File: config.mk
export PLATFORM = sky130hd
export DESIGN_NAME = header_frame_deframer_flat
export DESIGN_NICKNAME = d
export VERILOG_FILES = /design/src/rtl/hfd_pkg.sv /design/src/rtl/hfd_byte_if.sv /design/src/rtl/hfd_frame_if.sv /design/src/rtl/hfd_core.sv /design/src/rtl/hfd_out_stage.sv /design/src/rtl/header_frame_deframer.sv /design/src/flat_wrapper.sv
export SDC_FILE = /design/constraint.sdc
export NUM_CORES = 1
export LEC_CHECK = 0
export ABC_AREA = 0
export BUFFER_PORTS_ARGS = -buffer_cell sky130_fd_sc_hd__buf_2
export CORE_ASPECT_RATIO = 1.4
export CORE_MARGIN = 1
export CORE_UTILIZATION = 56
export DETAILED_ROUTE_END_ITERATION = 8
export GPL_ROUTABILITY_DRIVEN = 1
export PLACE_DENSITY = 0.79
export RECOVER_POWER = 100
export SYNTH_ARGS = -nofsm -noshare
export SYNTH_HDL_FRONTEND = slang
export SYNTH_SLANG_ARGS = --single-unit
File: constraint.sdc
create_clock -name clk -period 5 [get_ports clk]
set_clock_uncertainty 0.2 [all_clocks]
set_input_delay 0 -clock clk [delete_from_list [all_inputs] [get_ports clk]]
set_output_delay 0 -clock clk [all_outputs]
set_load 0.02 [all_outputs]
File: src/rtl/hfd_pkg.sv
// Header frame deframer package: header codes, stage codes and the frame record.
// No dependencies; used by the interfaces and every module of the block.
`default_nettype none

package hfd_pkg;

    localparam int unsigned BYTE_W = 8;
    localparam int unsigned DATA_W = 16;

    // header bytes, in order
    localparam logic [BYTE_W-1:0] HDR_B0 = 8'h48;
    localparam logic [BYTE_W-1:0] HDR_B1 = 8'h45;
    localparam logic [BYTE_W-1:0] HDR_B2 = 8'h4C;
    localparam logic [BYTE_W-1:0] HDR_B3 = 8'h4F;

    // header stage codes
    localparam int unsigned STAGE_W = 3;
    localparam logic [STAGE_W-1:0] STG_HUNT    = 3'd0;
    localparam logic [STAGE_W-1:0] STG_GOT_B0  = 3'd1;
    localparam logic [STAGE_W-1:0] STG_GOT_B1  = 3'd2;
    localparam logic [STAGE_W-1:0] STG_GOT_B2  = 3'd3;
    localparam logic [STAGE_W-1:0] STG_PAYLOAD = 3'd4;

    // payload bytes before the checksum
    localparam int unsigned IDX_W = 3;
    localparam logic [IDX_W-1:0] PAYLOAD_LEN = 3'd7;

    typedef struct packed {
        logic [BYTE_W-1:0] hour_field;
        logic [BYTE_W-1:0] minute_field;
        logic [BYTE_W-1:0] second_field;
        logic [BYTE_W-1:0] track_field;
        logic [BYTE_W-1:0] command_field;
        logic [DATA_W-1:0] data_word;
        logic              checksum_ok;
    } frame_t;

endpackage

`default_nettype wire

File: src/rtl/hfd_byte_if.sv
// Received-byte channel: valid/ready handshake with one byte of payload.
// Depends on hfd_pkg.
`default_nettype none

interface hfd_byte_if;
    logic                      valid;
    logic                      ready;
    logic [hfd_pkg::BYTE_W-1:0] rx_byte;

    modport source (output valid, output rx_byte, input ready);
    modport sink   (input valid, input rx_byte, output ready);
endinterface

`default_nettype wire

File: src/rtl/hfd_frame_if.sv
// Decoded frame channel: valid/ready handshake with the frame fields.
// Depends on hfd_pkg.
`default_nettype none

interface hfd_frame_if;
    logic                       valid;
    logic                       ready;
    logic [hfd_pkg::BYTE_W-1:0] hour_field;
    logic [hfd_pkg::BYTE_W-1:0] minute_field;
    logic [hfd_pkg::BYTE_W-1:0] second_field;
    logic [hfd_pkg::BYTE_W-1:0] track_field;
    logic [hfd_pkg::BYTE_W-1:0] command_field;
    logic [hfd_pkg::DATA_W-1:0] data_word;
    logic                       checksum_ok;

    modport source (output valid, output hour_field, output minute_field,
                    output second_field, output track_field, output command_field,
                    output data_word, output checksum_ok, input ready);
    modport sink   (input valid, input hour_field, input minute_field,
                    input second_field, input track_field, input command_field,
                    input data_word, input checksum_ok, output ready);
endinterface

`default_nettype wire

File: src/rtl/hfd_core.sv
// Deframer core: header hunt, payload capture, running sum and checksum check.
// Depends on hfd_pkg.
`default_nettype none

module hfd_core (
    input  wire logic                       clk,
    input  wire logic                       rst_n,
    input  wire logic                       byte_vld,
    input  wire logic [hfd_pkg::BYTE_W-1:0] byte_in,
    input  wire logic                       out_space,
    output      logic                       take,
    output      logic                       frame_load,
    output      hfd_pkg::frame_t            frame
);
    import hfd_pkg::*;

    logic [STAGE_W-1:0] stage_reg, stage_next;
    logic [IDX_W-1:0]   idx_reg, idx_next;
    logic [BYTE_W-1:0]  sum_reg, sum_next;
    logic [BYTE_W-1:0]  store_reg [PAYLOAD_LEN];
    logic               at_check;
    logic               capture;

    // checksum byte is the only one that needs room downstream
    assign at_check   = (stage_reg == STG_PAYLOAD) && (idx_reg == PAYLOAD_LEN);
    assign take       = byte_vld && (!at_check || out_space);
    assign frame_load = take && at_check;
    assign capture    = take && (stage_reg == STG_PAYLOAD) && !at_check;

    always_comb
    begin
        stage_next = stage_reg;
        idx_next   = idx_reg;
        sum_next   = sum_reg;
        if (take)
        begin
            if (stage_reg != STG_PAYLOAD)
            begin
                case (byte_in)
                    HDR_B0:
                    begin
                        if (stage_reg == STG_HUNT) stage_next = STG_GOT_B0;
                    end
                    HDR_B1:
                    begin
                        if (stage_reg == STG_GOT_B0) stage_next = STG_GOT_B1;
                    end
                    HDR_B2:
                    begin
                        if (stage_reg == STG_GOT_B1) stage_next = STG_GOT_B2;
                    end
                    HDR_B3:
                    begin
                        if (stage_reg == STG_GOT_B2) stage_next = STG_PAYLOAD;
                    end
                    default:
                    begin
                        stage_next = STG_HUNT;
                    end
                endcase
            end
            else if (!at_check)
            begin
                idx_next = idx_reg + IDX_W'(1);
                sum_next = sum_reg + byte_in;
            end
            else
            begin
                stage_next = STG_HUNT;
                idx_next   = '0;
                sum_next   = '0;
            end
        end
    end

    always_ff @(posedge clk or negedge rst_n)
    begin
        if (!rst_n)
        begin
            stage_reg <= STG_HUNT;
            idx_reg   <= '0;
            sum_reg   <= '0;
        end
        else
        begin
            stage_reg <= stage_next;
            idx_reg   <= idx_next;
            sum_reg   <= sum_next;
        end
    end

    always_ff @(posedge clk)
    begin
        if (capture)
        begin
            store_reg[idx_reg] <= byte_in;
        end
    end

    // sum of seven plus checksum wraps to zero when the frame is good
    always_comb
    begin
        frame.hour_field    = store_reg[0];
        frame.minute_field  = store_reg[1];
        frame.second_field  = store_reg[2];
        frame.track_field   = store_reg[3];
        frame.command_field = store_reg[4];
        frame.data_word     = {store_reg[6], store_reg[5]};
        frame.checksum_ok   = (BYTE_W'(sum_reg + byte_in) == '0);
    end

    a_frame_restarts: assert property (@(posedge clk) disable iff (!rst_n)
        frame_load |=> (stage_reg == STG_HUNT) && (idx_reg == '0) && (sum_reg == '0))
        else $error("core did not restart hunt after checksum byte");

    a_idx_only_in_payload: assert property (@(posedge clk) disable iff (!rst_n)
        (idx_reg != '0) |-> (stage_reg == STG_PAYLOAD))
        else $error("payload index moved outside payload stage");

    a_hold_without_take: assert property (@(posedge clk) disable iff (!rst_n)
        !take |=> $stable(stage_reg) && $stable(idx_reg) && $stable(sum_reg))
        else $error("core state changed without a byte taken");

endmodule

`default_nettype wire

File: src/rtl/hfd_out_stage.sv
// Output register for decoded frames, holding a frame until the sink takes it.
// Depends on hfd_pkg.
`default_nettype none

module hfd_out_stage (
    input  wire logic            clk,
    input  wire logic            rst_n,
    input  wire logic            load,
    input  wire hfd_pkg::frame_t data_in,
    input  wire logic            sink_ready,
    output      logic            space,
    output      logic            vld,
    output      hfd_pkg::frame_t data_out
);
    import hfd_pkg::*;

    logic   vld_reg, vld_next;
    frame_t data_reg;

    assign space    = !vld_reg || sink_ready;
    assign vld_next = load || (vld_reg && !sink_ready);
    assign vld      = vld_reg;
    assign data_out = data_reg;

    always_ff @(posedge clk or negedge rst_n)
    begin
        if (!rst_n)
        begin
            vld_reg <= 1'b0;
        end
        else
        begin
            vld_reg <= vld_next;
        end
    end

    always_ff @(posedge clk)
    begin
        if (load)
        begin
            data_reg <= data_in;
        end
    end

endmodule

`default_nettype wire

File: src/rtl/header_frame_deframer.sv
// Top level of the header frame deframer: input register, core and output stage.
// Depends on hfd_pkg, hfd_byte_if, hfd_frame_if, hfd_core and hfd_out_stage.
`default_nettype none

// Channel  | Dir | Payload                                           | Transfer
// ---------+-----+---------------------------------------------------+-----------------
// rx       | in  | rx_byte[7:0]                                      | valid && ready
// frame    | out | hour, minute, second, track, command, data_word,  | valid && ready
//          |     | checksum_ok                                       |
//
// One byte per cycle unless a checksum byte is held: each transfer on rx is
// registered in the input register and decoded by the core from there. A frame
// is loaded into the output register when the core takes its checksum byte.
// Reset (rst_n low, asynchronous) empties both registers and returns the
// core to hunting the first header byte.
// Only a checksum byte meeting a full output register that the sink does not
// drain holds the input register, and with it rx.ready.

module header_frame_deframer (
    input wire logic clk,
    input wire logic rst_n,
    hfd_byte_if.sink    rx,
    hfd_frame_if.source frame
);
    import hfd_pkg::*;

    // input register
    logic              in_vld_reg, in_vld_next;
    logic [BYTE_W-1:0] in_byte_reg;

    // core / output stage handshake
    logic   core_take;
    logic   frame_load;
    logic   out_space;
    logic   out_vld;
    frame_t core_frame;
    frame_t out_frame;

    // input register empties when the core takes its byte
    assign rx.ready    = !in_vld_reg || core_take;
    assign in_vld_next = (rx.valid && rx.ready) || (in_vld_reg && !core_take);

    always_ff @(posedge clk or negedge rst_n)
    begin
        if (!rst_n)
        begin
            in_vld_reg <= 1'b0;
        end
        else
        begin
            in_vld_reg <= in_vld_next;
        end
    end

    always_ff @(posedge clk)
    begin
        if (rx.valid && rx.ready)
        begin
            in_byte_reg <= rx.rx_byte;
        end
    end

    hfd_core u_core (
        .clk        (clk),
        .rst_n      (rst_n),
        .byte_vld   (in_vld_reg),
        .byte_in    (in_byte_reg),
        .out_space  (out_space),
        .take       (core_take),
        .frame_load (frame_load),
        .frame      (core_frame)
    );

    hfd_out_stage u_out (
        .clk        (clk),
        .rst_n      (rst_n),
        .load       (frame_load),
        .data_in    (core_frame),
        .sink_ready (frame.ready),
        .space      (out_space),
        .vld        (out_vld),
        .data_out   (out_frame)
    );

    assign frame.valid         = out_vld;
    assign frame.hour_field    = out_frame.hour_field;
    assign frame.minute_field  = out_frame.minute_field;
    assign frame.second_field  = out_frame.second_field;
    assign frame.track_field   = out_frame.track_field;
    assign frame.command_field = out_frame.command_field;
    assign frame.data_word     = out_frame.data_word;
    assign frame.checksum_ok   = out_frame.checksum_ok;

endmodule

`default_nettype wire
File: src/flat_wrapper.sv
// flat-port wrapper written by rule: the top's interface ports become plain ports
module header_frame_deframer_flat import hfd_pkg::*;
  (clk, rst_n, rx_valid, rx_rx_byte, rx_ready, frame_valid, frame_hour_field, frame_minute_field, frame_second_field, frame_track_field, frame_command_field, frame_data_word, frame_checksum_ok, frame_ready);
  hfd_byte_if rx_i ();
  hfd_frame_if frame_i ();
  input wire logic clk;
  input wire logic rst_n;
  input wire logic [$bits(rx_i.valid)-1:0] rx_valid;
  input wire logic [$bits(rx_i.rx_byte)-1:0] rx_rx_byte;
  output wire logic [$bits(rx_i.ready)-1:0] rx_ready;
  output wire logic [$bits(frame_i.valid)-1:0] frame_valid;
  output wire logic [$bits(frame_i.hour_field)-1:0] frame_hour_field;
  output wire logic [$bits(frame_i.minute_field)-1:0] frame_minute_field;
  output wire logic [$bits(frame_i.second_field)-1:0] frame_second_field;
  output wire logic [$bits(frame_i.track_field)-1:0] frame_track_field;
  output wire logic [$bits(frame_i.command_field)-1:0] frame_command_field;
  output wire logic [$bits(frame_i.data_word)-1:0] frame_data_word;
  output wire logic [$bits(frame_i.checksum_ok)-1:0] frame_checksum_ok;
  input wire logic [$bits(frame_i.ready)-1:0] frame_ready;
  assign rx_i.valid = rx_valid;
  assign rx_i.rx_byte = rx_rx_byte;
  assign rx_ready = rx_i.ready;
  assign frame_valid = frame_i.valid;
  assign frame_hour_field = frame_i.hour_field;
  assign frame_minute_field = frame_i.minute_field;
  assign frame_second_field = frame_i.second_field;
  assign frame_track_field = frame_i.track_field;
  assign frame_command_field = frame_i.command_field;
  assign frame_data_word = frame_i.data_word;
  assign frame_checksum_ok = frame_i.checksum_ok;
  assign frame_i.ready = frame_ready;
  header_frame_deframer u_core (.clk(clk), .rst_n(rst_n), .rx(rx_i), .frame(frame_i));
endmodule
# [Word-level counts from Yosys, hierarchy flattened]
# Memory sizes are Yosys's and may differ from the RTL's. A register that Yosys moved wholly into a read port is not among the register bits.
# Cells that the tools add are included.
[classes] n_addsub=2 n_eq_ne=14 muxes=11 bitwise_logic=1 n_reduce_logical=23
[ops] op="$eq 8x7->1 const B" n=4
[ops] op="$mux 3" n=7
[ops] op="$ne 3x3->1 const B" n=5
[ops] op="$pmux 3 s4" n=1
[ops] op="$add 8x8->8" n=1
[ops] op="$logic_and 1x1->1" n=8
[ops] op="$logic_not 8->1" n=1
[ops] op="$mux 8" n=1
[ops] op="$eq 3x2->1 const B" n=2
[ops] op="$eq 3x3->1 const B" n=2
[ops] op="$reduce_and 6->1" n=1
[ops] op="$logic_not 1->1" n=5
[ops] op="$logic_or 1x1->1" n=5
[ops] op="$add 3x1->3 const B" n=1
[ops] op="$eq 3x1->1 const B" n=1
[ops] op="$logic_not 3->1" n=1
[ops] op="$mux 1" n=2
[ops] op="$reduce_and 2->1" n=1
[ops] op="$reduce_bool 2->1" n=1
[ops] op="$not 1->1" n=1
[totals] regBits=25 ram_bits=56 output_inout_bits=59 word_cells=59 memories=1
[memory_table] name="u_core.u_core.store_reg" words=7 width=8 rd=7 rd_clocked_by_memory_dff=7 write_ports=1 line="hfd_core.sv:20" rtl="logic [BYTE_W-1:0] store_reg [PAYLOAD_LEN];"

# [Longest topological paths before layout]
# Gate-level depths: netlist of the first run.
[depth] word_depth=9 ltp_mapped=7 mapped_depth_nobuf=7

# [Cells and area by module]
# From an unflattened synthesis of the first run, not the netlist that was laid out.
[unflattened] cells_unflattened=246 hier_area_um2=4843.4
[modules_own_cells] mod="hfd_core" instances=1 cells_each=174 area_each_um2=2790.2 seq_area_each_um2=2031.9
[modules_own_cells] mod="hfd_out_stage" instances=1 cells_each=60 area_each_um2=1759.2 seq_area_each_um2=1736.7
[modules_own_cells] mod="header_frame_deframer" instances=1 cells_each=12 area_each_um2=294.0 seq_area_each_um2=265.3

# [Worst setup path before layout of the first run]
# OpenSTA, ideal clock, no wires.
[synth_path] kind="register -> register" from="reg u_core.u_core.idx_reg[1]" to="reg frame_command_field[0] (netlist name)" setup_ns=0.472 t_arrival_ns=3.669 path_slack_ns=0.659 path_stages_with_launch=7 synth_period_minus_slack_ns=4.341 path_cell_list="dfrtp_1 -> ha_1 -> ha_1 -> inv_1 -> o211ai_1 -> clkbuf_1 -> nor2_1"
[synth_between] elab_chain_len=6
[synth_lines] item="start: declaration" line="hfd_core.sv:18" rtl="logic [IDX_W-1:0] idx_reg, idx_next;"
[synth_lines] item="start signal: assignment" line="hfd_core.sv:87" rtl="idx_reg <= idx_next;"
[synth_lines] item="$eq 3x3->1 (*)" line="hfd_core.sv:25" rtl="assign at_check = (stage_reg == STG_PAYLOAD) && (idx_reg == PAYLOAD_LEN);"
[synth_lines] item="$logic_and 1x1->1 (*)" line="hfd_core.sv:25"
[synth_lines] item="$logic_not 1->1"
[synth_lines] item="$logic_or 1x1->1" line="hfd_core.sv:26" rtl="assign take = byte_vld && (!at_check || out_space);"
[synth_lines] item="$logic_and 1x1->1" line="hfd_core.sv:26"
[synth_lines] item="$logic_and 1x1->1 (*)" line="hfd_core.sv:27" rtl="assign frame_load = take && at_check;"
[synth_lines] item="named net u_core.frame_load" line="header_frame_deframer.sv:33" rtl="logic frame_load;"
# The timed path passes the listed nets; every way through them passes the cells marked *.
# A chain may end at the register's enable or synchronous reset.

# [Worst setup path after layout of the first run]
[layout_path] from="reg u_core.u_core.idx_reg[0]" to="mem u_core.u_core.store_reg[3][2], enable pin"
[layout_between] elab_chain_len=9
[layout_lines] item="$eq 3x3->1" line="hfd_core.sv:25"
[layout_lines] item="$logic_and 1x1->1" line="hfd_core.sv:25"
[layout_lines] item="$logic_not 1->1"
[layout_lines] item="$logic_or 1x1->1" line="hfd_core.sv:26"
[layout_lines] item="$logic_and 1x1->1" line="hfd_core.sv:26"
[layout_lines] item="$logic_and 1x1->1 (2 in a row)" line="hfd_core.sv:28" rtl="assign capture = take && (stage_reg == STG_PAYLOAD) && !at_check;"
[layout_lines] item="$mux 1" line="hfd_core.sv:94" rtl="if (capture)"
[layout_lines] item="$mux 1 (implied by the code)" line="hfd_core.sv:96" rtl="store_reg[idx_reg] <= byte_in;"
[layout_lines] item="end: declaration" line="hfd_core.sv:20"
# Parallel ways exist; a longest one is shown, timed or not.

==> flow_summary.ini, run 1 <==
[floorplanning]
fp-row-count = 39
core-area_um2 = 8250
io_pins = 71
start_util_pct = 58.2
fp.dieW_um = 80.3
fp.dieArea_um2 = 8960
die_h_um = 112

[logic_synthesis]
yosys.area.top_type = edfxtp_1
synth_edf_count = 121
synthCells = 244
ys.warnings.count = 0
netlist.area_leader.share_pct = 75.6
yosysMostFrequentCell = edfxtp_1
synth_ff_type = edfxtp_1
async_reset_ff_share_pct = 11.7
ys_seq_area_share_pct = 84.0
synthDistinctLibCells = 41
synth_seq_cells = 137
synthesis.nets = 266
syn_area_um2 = 4800
yosys-top-cells-count = edfxtp_1, dfrtp_1, nor2_1, nand2_1
syn_area_per_cell_um2 = 19.7
synthTopCellsByArea = edfxtp_1, dfrtp_1, ha_1

[drt]
routedWlPerCell_um = 18.7
viasPerCell = 5.48
dr.pass1.iters = 4
drtIter0Drc = 140
num_vias = 2514
routed_wl_um = 8600
ant_nets = 0
drc = 0

[timing]
setup_viol = 0
rsz0062_at_grt = no
holdWs_ns = 0.0998
drv_slew = 9
fmax_mhz = 271
period_share_pct = 73.7
finalSetupTns_ns = 0
hold_viol_final = 0
final.min_clock_period_ns = 3.68
tightest_slew_ns = 1.90
maxSlewHeadroom_pct = -28.5
worst_slack_ns = 1.32

[finish]
final_area_um2 = 5900
finalNetCount = 368
antennaDiodeCount = 0
multi_input_area_um2 = 728
nFillCells = 498
largest_register_ffs = 56
utilization_pct = 71.6
drive_above_1_share_pct = 12.9
regArea_um2 = 4030
syn2layout_area_growth_pct = 22.9

[worst_setup_path]
cp_common_cell = ha_1
slowest_delay_ns = 1.01
worstPathArrival_ns = 3.51
crit_buf_inv = 0
cp.required_ns = 4.82
worstSetupPathType = flop to flop
worstPathMaxFanout = 10
worst_setup_path_start_kind = flop
path_delay_family = simple AND/OR/NAND/NOR gates
path_cells = ha_1 -> ha_1 -> nor3_1 -> nand2_1 -> nor3b_1
crit_slowest_cell = nor3b_1
end_kind = flop

[placement]
place_hpwl_um = 4870
numPortBuffers = 70
pre_cts_ws_ns = 1.76
placed_area_um2 = 5310
place.gp.congestion = 0.835

[clock_network]
clkTransAtPathRegs_ns = 0.06
post_cts_buffers = 0
clockBufferDepth = 2
cts_tree = yes
cts.sinks = 137
post_cts_resized = 0
ctsHoldBuffers = 13
root_buffer = clkbuf_16
cts_made_buffers = 17
h-tree-depth = 4
clock_latency_ns = 0.41

[grt]
grt_pass1_wl_um = 13400
grt_usage_pct = 21.8
grt_max_degree = 58
antenna_found_initial = 0
grt_pass1_vias = 2589
gr-total-overflow = 0

[outcome]
violations = max-capacitance violations, max-slew violations
status = complete, but fails checks

[power]
powerDensity_nw_per_um2 = 439
cellLeakagePower_nw = 2.04
ir_drop_mv = 0.348

[job]
drv_cap = 1

[worst_hold_path]
hold_path_class = input port to flop
==> final timing paths <==
kind                                                            to                                     from  depth (start not counted)  slack, ns
max                        u_core.u_core.store_reg[3][2]$_DFFE_PP_     u_core.u_core.idx_reg[0]$_DFFE_PN0P_                          5       1.32
min                                u_core.in_byte_reg[2]$_DFFE_PP_                            rx_rx_byte[2]                          2        0.1
max reg2reg                u_core.u_core.store_reg[3][2]$_DFFE_PP_     u_core.u_core.idx_reg[0]$_DFFE_PN0P_                          5       1.32
min reg2reg                           frame_data_word[1]$_DFFE_PP_  u_core.u_core.store_reg[5][1]$_DFFE_PP_                          0       0.21
max in group asynchronous     u_core.u_core.sum_reg[4]$_DFFE_PN0P_                                    rst_n                          3       3.59
min in group asynchronous              u_core.in_vld_reg$_DFF_PN0_                                    rst_n                          3       0.54
==> layout by cell type, fill, tap and decap left out, types with 4 or more instances in the layout <==
master         instances
edfxtp_1             121
clkbuf_1              61
clkbuf_16             17
dfrtp_1               16
dlygate4sd3_1         13
nor2_1                12
buf_2                 11
nand2_1               10
a22o_1                 9
ha_1                   9
a21oi_1                7
nor3_1                 5
inv_1                  4
xor2_1                 4
clkinvlp_4             4
==> through the flow <==
stage / instances / power [mW]
6_report: 459 / 2.59
5_1_grt: 459 / 2.66
4_1_cts: 459 / 2.60
3_5_place_dp: 416 / 1.38
3_3_place_gp: 416 / 1.38
2_1_floorplan: 244 / 1.35
==> power breakdown <==
group / internal (mW) / leakage, nW / switching, mW
sequential: 1.26 / 1.31 / 0.0310
combinational: 0.0411 / 0.463 / 0.0420
clock: 0.773 / 0.272 / 0.445
==> area by class of cell <==
type                    instances  share of cell area, %
clock buffers                  17                   7.20
clock inverters                13                   2.63
inverters                       4                  0.254
multi-input cells             100                   12.3
flip-flops and latches        137                   68.3
well taps                     102                   2.16
repair buffers                 86                   7.10
==> cell families after synthesis <==
logic type	after synthesis	synth area share (%)
AO/OA/AOI/OAI	28	4.51
XOR/XNOR	6	1.09
adder cells (fa/ha/maj)	10	2.76
buffers and inverters	7	0.573
flip-flops	137	84.0
multiplexers	4	0.938
AND/OR/NAND/NOR	52	6.15
==> routing by layer <==
layer	vias to the layer above	share of wire [%]	GRT usage, %
met2	124	52	35.8
met4	0	2.2	10.0
li1	1163	-	-
met1	1213	39	25.3
met5	-	0	0
met3	14	7.1	7.70
Power figures use the tool's default switching activity.
==> run 2, diff against run 1 <==
==> constraint.sdc (replaced) <==
create_clock -name clk -period 3.8 [get_ports clk]
set_clock_uncertainty 0.2 [all_clocks]
set_input_delay 0 -clock clk [delete_from_list [all_inputs] [get_ports clk]]
set_output_delay 0 -clock clk [all_outputs]
set_load 0.02 [all_outputs]
==> flow_summary.ini, run 2 (synthesis gave the netlist of run 1 again) <==
[outcome]
status = complete, no violations

[worst_setup_path]
r2r_end = frame_hour_field[0]$_DFFE_PP_
worstSetupPathType = flop to flop
cp.required_ns = 3.67
worstPathArrival_ns = 2.98
crit_end = frame_hour_field[0]$_DFFE_PP_
worstPathMaxFanout = 16
worst_setup_path_start_kind = flop
cp-startpoint = u_core.u_core.idx_reg[0]$_DFFE_PN0P_
rr_worst_depth = 6
r2r_start = u_core.u_core.idx_reg[0]$_DFFE_PN0P_
end_kind = flop
ff2ff_setup_slack_ns = 0.69

[power]
cellLeakagePower_nw = 2.07
p_switching_mw = 0.671
power.internal_mw = 2.73
p_seq_share_pct = 49.8
p_comb_share_pct = 3.2
clkPwrFrac_pct = 47.0
total_power_mw = 3.40
sw_frac_of_total_pct = 19.7
powerDensity_nw_per_um2 = 572
ir_drop_mv = 0.485

[drt]
ant_nets = 0
drtIter0Drc = 128
num_vias = 2558
viasPerCell = 5.50
routed_wl_um = 8540
routedWlPerCell_um = 18.4
dr.pass1.iters = 4
drc = 0

[clock_network]
clockBufferDepth = 2
clock_latency_ns = 0.42
post_cts_buffers = 0
cts_tree = yes
root_buffer = clkbuf_16
cts_made_buffers = 17
h-tree-depth = 4
clkTransAtPathRegs_ns = 0.06
cts.sinks = 137

[timing]
hold_viol_final = 0
setup_viol = 0
fmax_mhz = 322
finalSetupTns_ns = 0
final.min_clock_period_ns = 3.11
tightest_slew_ns = 1.07
maxSlewHeadroom_pct = 28.2
rsz0062_at_grt = no
period_share_pct = 81.8
holdWs_ns = 0.0965
drv_slew = 0

[finish]
layout_commonest_cell = edfxtp_1
drive_above_1_share_pct = 13.8
finalNetCount = 372
syn2layout_area_growth_pct = 23.9
final-instance-count-excl-fill = 465
largest_register_ffs = 56
layout_common_cells = edfxtp_1, clkbuf_1, clkbuf_16, dfrtp_1
antennaDiodeCount = 0

[job]
drv_cap = 0

[floorplanning]
start_util_pct = 58.2
die_h_um = 112
fp-row-count = 39
core-area_um2 = 8250
fp.dieW_um = 80.3
io_pins = 71
fp.dieArea_um2 = 8960

[worst_hold_path]
hold_path_class = input port to flop

[grt]
antenna_found_initial = 0
grt_max_degree = 30
grt_pass1_wl_um = 13200
grt_pass1_vias = 2702
gr-total-overflow = 0
grt_usage_pct = 21.3

[placement]
place.gp.congestion = 0.786
numPortBuffers = 70
post-place-cells = 421
place_hpwl_um = 5150
-- run 2: per-layer routing --
layer	share of wire, %	GRT usage, %	up-vias
met1	38	24.0	1251
met2	52	34.7	105
met4	3.9	11.9	0
met3	6.0	7.70	25
li1	-	-	1177
met5	0	0	-
-- run 2: worst min path at each step --
stage,startpoint,slack [ns],depth (start not counted),endpoint
after floorplan,rst_n,-0.50,0,u_core.in_vld_reg$_DFF_PN0_
after global placement,rst_n,-0.26,1,u_core.u_core.sum_reg[3]$_DFFE_PN0P_
after detailed placement,rst_n,-0.26,1,u_core.u_core.sum_reg[4]$_DFFE_PN0P_
after CTS,rx_rx_byte[5],0.08,2,u_core.in_byte_reg[5]$_DFFE_PP_
after global routing,rx_rx_byte[3],0.1,2,u_core.in_byte_reg[3]$_DFFE_PP_
final,rx_rx_byte[5],0.1,2,u_core.in_byte_reg[5]$_DFFE_PP_
-- run 2: cell type report --
cell class                 instances  area (µm²)
sequential                       137        4030
fill                             508        2300
multi-input combinational        100         734
timing repair buffer              90         454
clock buffer                      19         433
clock inverter                    13         153
tap                              102         128
inverter                           4        15.0
-- run 2: worst max-delay path, cell delays in order, from the launching register on --
cell and delay, ns:
dfrtp_1 0.48, ha_1 0.25, ha_1 0.22, inv_1 0.14, o211ai_1 0.43, nor2_4 0.57
clkbuf_2 0.46
-- run 2: timing repair --
action / in CTS / in global routing
hold buffers: 12 / 0
endpoints found under the setup margin: 0 / 0
hold endpoints to repair: 34 / 0
gates resized for setup: 0 / 0
-- run 2: through the flow --
| stage | util [%] | setup slack [ns] | cell area [µm²] |
|---|---|---|---|
| 2_1_floorplan | - | 0.396 | 4810 |
| 3_3_place_gp | 64.9 | 0.970 | 5360 |
| 3_5_place_dp | 64.9 | 0.876 | 5360 |
| 4_1_cts | 73.5 | 0.812 | 6060 |
| 5_1_grt | 72.2 | 0.470 | 5950 |
| 6_report | 72.2 | 0.691 | 5950 |
-- run 2: power by group through the flow --
stage	combinational, mW	sequential (mW)	clock (mW)
2_1_floorplan	0.0775	1.70	0
3_3_place_gp	0.0938	1.72	0
3_5_place_dp	0.0982	1.72	0
4_1_cts	0.109	1.69	1.62
5_1_grt	0.123	1.69	1.68
6_report	0.110	1.69	1.60
